--- config.mk ---
export PLATFORM = sky130hd
export DESIGN_NAME = scs_front
export DESIGN_NICKNAME = d
export VERILOG_FILES = /design/src/rtl/core/scs_pkg.sv /design/src/rtl/core/scs_front.sv
export SDC_FILE = /design/constraint.sdc
export NUM_CORES = 1
export LEC_CHECK = 0
export BUFFER_PORTS_ARGS = -buffer_cell sky130_fd_sc_hd__buf_2
export CAP_MARGIN = 10
export CORE_UTILIZATION = 50
export CTS_CLUSTER_DIAMETER = 120
export DETAILED_ROUTE_END_ITERATION = 10
export GPL_ROUTABILITY_DRIVEN = 1
export PLACE_DENSITY = 0.84
export SLEW_MARGIN = 20
export SYNTH_ARGS = -nofsm -noshare
export SYNTH_HDL_FRONTEND = slang
export SYNTH_SLANG_ARGS = --single-unit
--- constraint.sdc ---
create_clock -name clk_i -period 4.3 [get_ports clk_i]
set_input_delay 1.075 -clock clk_i [delete_from_list [all_inputs] [get_ports clk_i]]
set_output_delay 1.075 -clock clk_i [all_outputs]
set_load 0.005 [all_outputs]
--- src/rtl/core/scs_pkg.sv ---
// Shared types and constants for the shortest common supersequence block.
// Depends on nothing; used by every module under rtl/core.
`timescale 1ns / 1ps
package scs_pkg;

  localparam int unsigned MaxLenDef     = 32;
  localparam int unsigned SymbolBitsDef = 8;

  localparam logic [1:0] OpLoadA  = 2'd0;
  localparam logic [1:0] OpLoadB  = 2'd1;
  localparam logic [1:0] OpRun    = 2'd2;
  localparam logic [1:0] OpUnused = 2'd3;

  typedef enum logic [1:0] {
    CMD_LOAD_A,
    CMD_LOAD_B,
    CMD_RUN
  } cmd_kind_e;

  typedef struct packed {
    logic [1:0] op;
    logic [7:0] symbol;
  } in_t;

  typedef struct packed {
    logic [7:0] out_symbol;
    logic       last;
    logic       empty_res;
    logic       truncated;
  } out_t;

  typedef struct packed {
    cmd_kind_e  kind;
    logic [7:0] symbol;
  } cmd_t;

  typedef struct packed {
    logic valid;
    cmd_t cmd;
  } cmd_q_t;

endpackage

--- src/rtl/core/scs_front.sv ---
// Front end: accepts input transactions, classifies the op and queues commands.
// Depends on scs_pkg.
`timescale 1ns / 1ps
module scs_front (
  input  logic           clk_i,
  input  logic           rst_ni,
  input  logic           in_valid_i,
  output logic           in_stall_o,
  input  scs_pkg::in_t   in_data_i,
  output scs_pkg::cmd_q_t head_o,
  input  logic           pop_i
);

  scs_pkg::cmd_t ent_q [2];
  logic          wr_ptr_q, rd_ptr_q;
  logic [1:0]    cnt_q;
  logic          accept, push;
  scs_pkg::cmd_t cmd;

  assign in_stall_o = (cnt_q == 2'd2);
  assign accept     = in_valid_i && !in_stall_o;

  always_comb begin
    cmd.symbol = in_data_i.symbol;
    cmd.kind   = scs_pkg::CMD_RUN;
    push       = accept;
    unique case (in_data_i.op)
      scs_pkg::OpLoadA: cmd.kind = scs_pkg::CMD_LOAD_A;
      scs_pkg::OpLoadB: cmd.kind = scs_pkg::CMD_LOAD_B;
      scs_pkg::OpRun:   cmd.kind = scs_pkg::CMD_RUN;
      default:          push     = 1'b0;
    endcase
  end

  assign head_o.valid = (cnt_q != 2'd0);
  assign head_o.cmd   = ent_q[rd_ptr_q];

  always_ff @(posedge clk_i) begin
    if (push) begin
      ent_q[wr_ptr_q] <= cmd;
    end
  end

  always_ff @(posedge clk_i or negedge rst_ni) begin
    if (!rst_ni) begin
      wr_ptr_q <= 1'b0;
      rd_ptr_q <= 1'b0;
      cnt_q    <= 2'd0;
    end else begin
      if (push) wr_ptr_q <= !wr_ptr_q;
      if (pop_i) rd_ptr_q <= !rd_ptr_q;
      cnt_q <= cnt_q + {1'b0, push} - {1'b0, pop_i};
    end
  end

endmodule

==> impl_summary.txt <==
----------------------------------------------------
[Worst hold path]
  Kind of path behind the tightest hold check ... reg2reg
  Startpoint of the tightest hold check path ... cnt_q[1]

[Route]
  Detailed router's first-iteration violation count ... 4
  Via count ... 504
  Total length of routed wires ... 1286 um
  DRC Markers ... 0
  Antenna-violating nets left ... 0
  Pre-antenna DRT Iters ... 4
  Via density per instance ... 4.893
  Final routed wire length divided by cell count ... 12.49 um

[Final layout]
  Final non-filler cell total ... 103
  Number of nets in the layout ... 95
  Post-layout instance area ... 1121 um^2
  Share of post-route cells with drive strength above 1 ... 52.56%
  Number of antenna repair diodes ... 0
  Area Growth Syn to Fin ... 17.59%

[Synth]
  Post-synth net total ... 67
  Post-synthesis sequential element count ... 24
  Number of warnings issued by yosys ... 0
  Cell count after synthesis ... 51
  Sequential element share of the synthesized area ... 73.49%
  Share of the synthesized area in the top cell type ... 62.99%
  Distinct cell type count after synthesis ... 15
  Mean cell area of the mapped netlist ... 18.69 um^2
  Yosys top cell by area ... edfxtp_1
  Mapped cell area ... 953.4 um^2
  Biggest area contributors in the synthesized netlist ... edfxtp_1 (63%), mux2_2 (12%), dfrtp_1 (10%)

[STA]
  Measured slew at the worst slew-check pin ... 0.8712 ns
  RSZ-0062 raised after global routing ... no
  Number of pins exceeding their max-slew limit in the final report ... 0
  Worst Skew ... 0.002379 ns
  Maximum clock rate ... 397.1 MHz
  Final clock period utilization by the worst path ... between 50% and 60%
  Setup total negative slack ... 0 ns
  Worst-case setup margin in the final layout ... approximately 1.8 ns
  Number of failing setup endpoints in the final timing report ... 0
  Min Clock Period, post-route ... 2.518 ns
  Worst rel slew slack ... 41.71%
  Final hold vios ... 0

[Setup path]
  Crit path max-delay cell type ... dfrtp_1
  Data arrival, critical path ... 1.44 ns
  Crit Path Max Fanout ... 11
  Startpoint of the worst setup timing path ... rd_ptr_q
  Worst endpoint required time ... 3.22 ns
  Critical R2R Launch ... cnt_q[1]
  Crit-path cells ... mux2_2 > buf_2
  Worst Setup Start Kind ... flip-flop
  Critical path capture point type ... output port
  Type of the worst setup path ... reg2out
  Critical Path Max Stage Delay ... 0.63 ns

[Power and ir drop]
  Maximum VDD drop ... 0.4160 mV
  Power, Total ... 0.0006351 W
  Power Dens Cells ... 566.5 nW/um^2
  Leakage power figure ... 0.4503 nW

[Clocking]
  Number of buffers added for setup after CTS ... 0
  Quantity of hold-fixing buffers added after cts ... 0
  Number of buffers on the longest clock path ... 2
  Total CTS buffers ... 3
  Reg clk slew, reported paths ... 0.12 ns
  Clk Tree Root Cell ... clkbuf_4
  TritonCTS Sinks ... 24
  CTS tree ... built
  Worst-skew pair later-pin latency ... 0.30 ns
  Resize count post-CTS ... 0
  Depth of the CTS H-tree ... 1

[Placement]
  Instance count after placement with tap cells included ... 99
  Detailed placement HPWL ... 948.4 um
  Cell area after placement ... 1095 um^2
  Global placement routability congestion ... 0.6578
  # port buffers ... 25
  Worst setup slack after placement ... about 1.8 ns

[Floorplanning]
  Ports placed on the boundary ... 26
  Die Ht ... approximately 46 um
  Effective utilization at floorplan ... 54.04%
  Std-Cell Rows ... 15
  Die X ... 45.67 um
  Floorplan core area ... 1764 um^2
  Die area ... 2085 um^2

[Global route]
  Maximum number of pins on one net before global-route repair ... 14
  Global-route congestion overflow total ... 0
  Global-route wire length before repair ... between 2000 and 2500 um
  Overall fraction of global-route tracks in use ... around 15%
  Initial antenna violation count ... 0
  Number of global-route vias before repair ... approximately 470

[Job]
  Max-capacitance violation count ... 0

[Outcome]
  Outcome ... complete, no violations

----------------------------------------------------
kinds of logic (layout without fill, tap and decap cells):
kind of cell / after synthesis / after routing / synth area share [%]
XOR/XNOR: 4 / 4 / 3.675
adder cells (fa/ha/maj): 2 / 2 / 2.624
AND/OR/NAND/NOR: 7 / 7 / 6.037
buffers and inverters: 4 / 31 / 2.362
multiplexers: 10 / 10 / 11.81
flip-flops: 24 / 24 / 73.49
per-layer routing:
| layer | share of wire [%] | global-route usage [%] |
|---|---|---|
| met4 | 0 | 5.455 |
| met1 | 43 | 17.86 |
| met2 | 51 | 24.00 |
| met3 | 6.5 | 4.762 |
| met5 | 0 | 0 |
placed cells by master, fill, tap and decap left out:
cell,count
buf_2,25
edfxtp_1,20
mux2_2,10
dfrtp_1,4
xnor2_1,3
clkbuf_4,3
inv_1,2
nor2_1,2
ha_1,2
nor2b_4,1
nor2b_1,1
nand2_1,1
nand3b_4,1
or2_2,1
xor2_1,1
clkinv_1,1
synthesized netlist by cell type:
| cell | number |
|---|---|
| dfrtp_1 | 4 |
| nor2_1 | 2 |
| nand3b_4 | 1 |
| inv_1 | 2 |
| nand2_1 | 1 |
| clkbuf_1 | 1 |
| xnor2_1 | 3 |
| xor2_1 | 1 |
| mux2_2 | 10 |
| nor2b_1 | 1 |
| nor2b_4 | 1 |
| buf_6 | 1 |
| or2_2 | 1 |
| ha_1 | 2 |
| edfxtp_1 | 20 |
stage by stage:
stage                     utilization (%)  hold slack, ns
final                               63.55          0.5093
after global routing                63.55          0.5270
after CTS                           63.55          0.5174
after detailed placement            62.06          0.4937
after global placement              62.06          0.4786
after floorplan                         -          0.4601
critical path, delay by kind of cell (launching register included):
family | cells | cell delay (ns)
buffers and inverters | 1 | 0.13
DFF | 1 | 0.63
muxes | 1 | 0.39
final timing paths:
kind,end,slack (ns),depth (start not counted)
setup / recovery,head_o[7],1.78,2
setup reg to reg,ent_q[1][7],2.54,3
hold reg to reg,cnt_q[1],0.51,1
min in group asynchronous,cnt_q[0],0.55,1
max in group asynchronous,rd_ptr_q,3.62,1
hold / removal,cnt_q[1],0.51,1
state kept, by name, indices dropped and copies added, names as in the netlist:
| signal | cells |
|---|---|
| cnt_q | 2 |
| ent_q | 20 |
| rd_ptr_q | 1 |
| wr_ptr_q | 1 |
layout make-up:
cell class                 count  area, um^2
fill                         145       643.1
timing repair buffer          25       125.1
inverter                       2       7.507
multi-input combinational     23       230.2
clock inverter                 1       3.754
sequential                    24       700.7
clock buffer                   3       22.52
tap                           25       31.28
power breakdown:
part	internal, W	switching [W]	leakage [nW]
clock	0.0000338	0.0000609	0.0154
sequential	0.000312	0.0000401	0.231
combinational	0.000114	0.0000741	0.204
total	0.000460	0.000175	0.450
(Power assumes the default switching activity.)
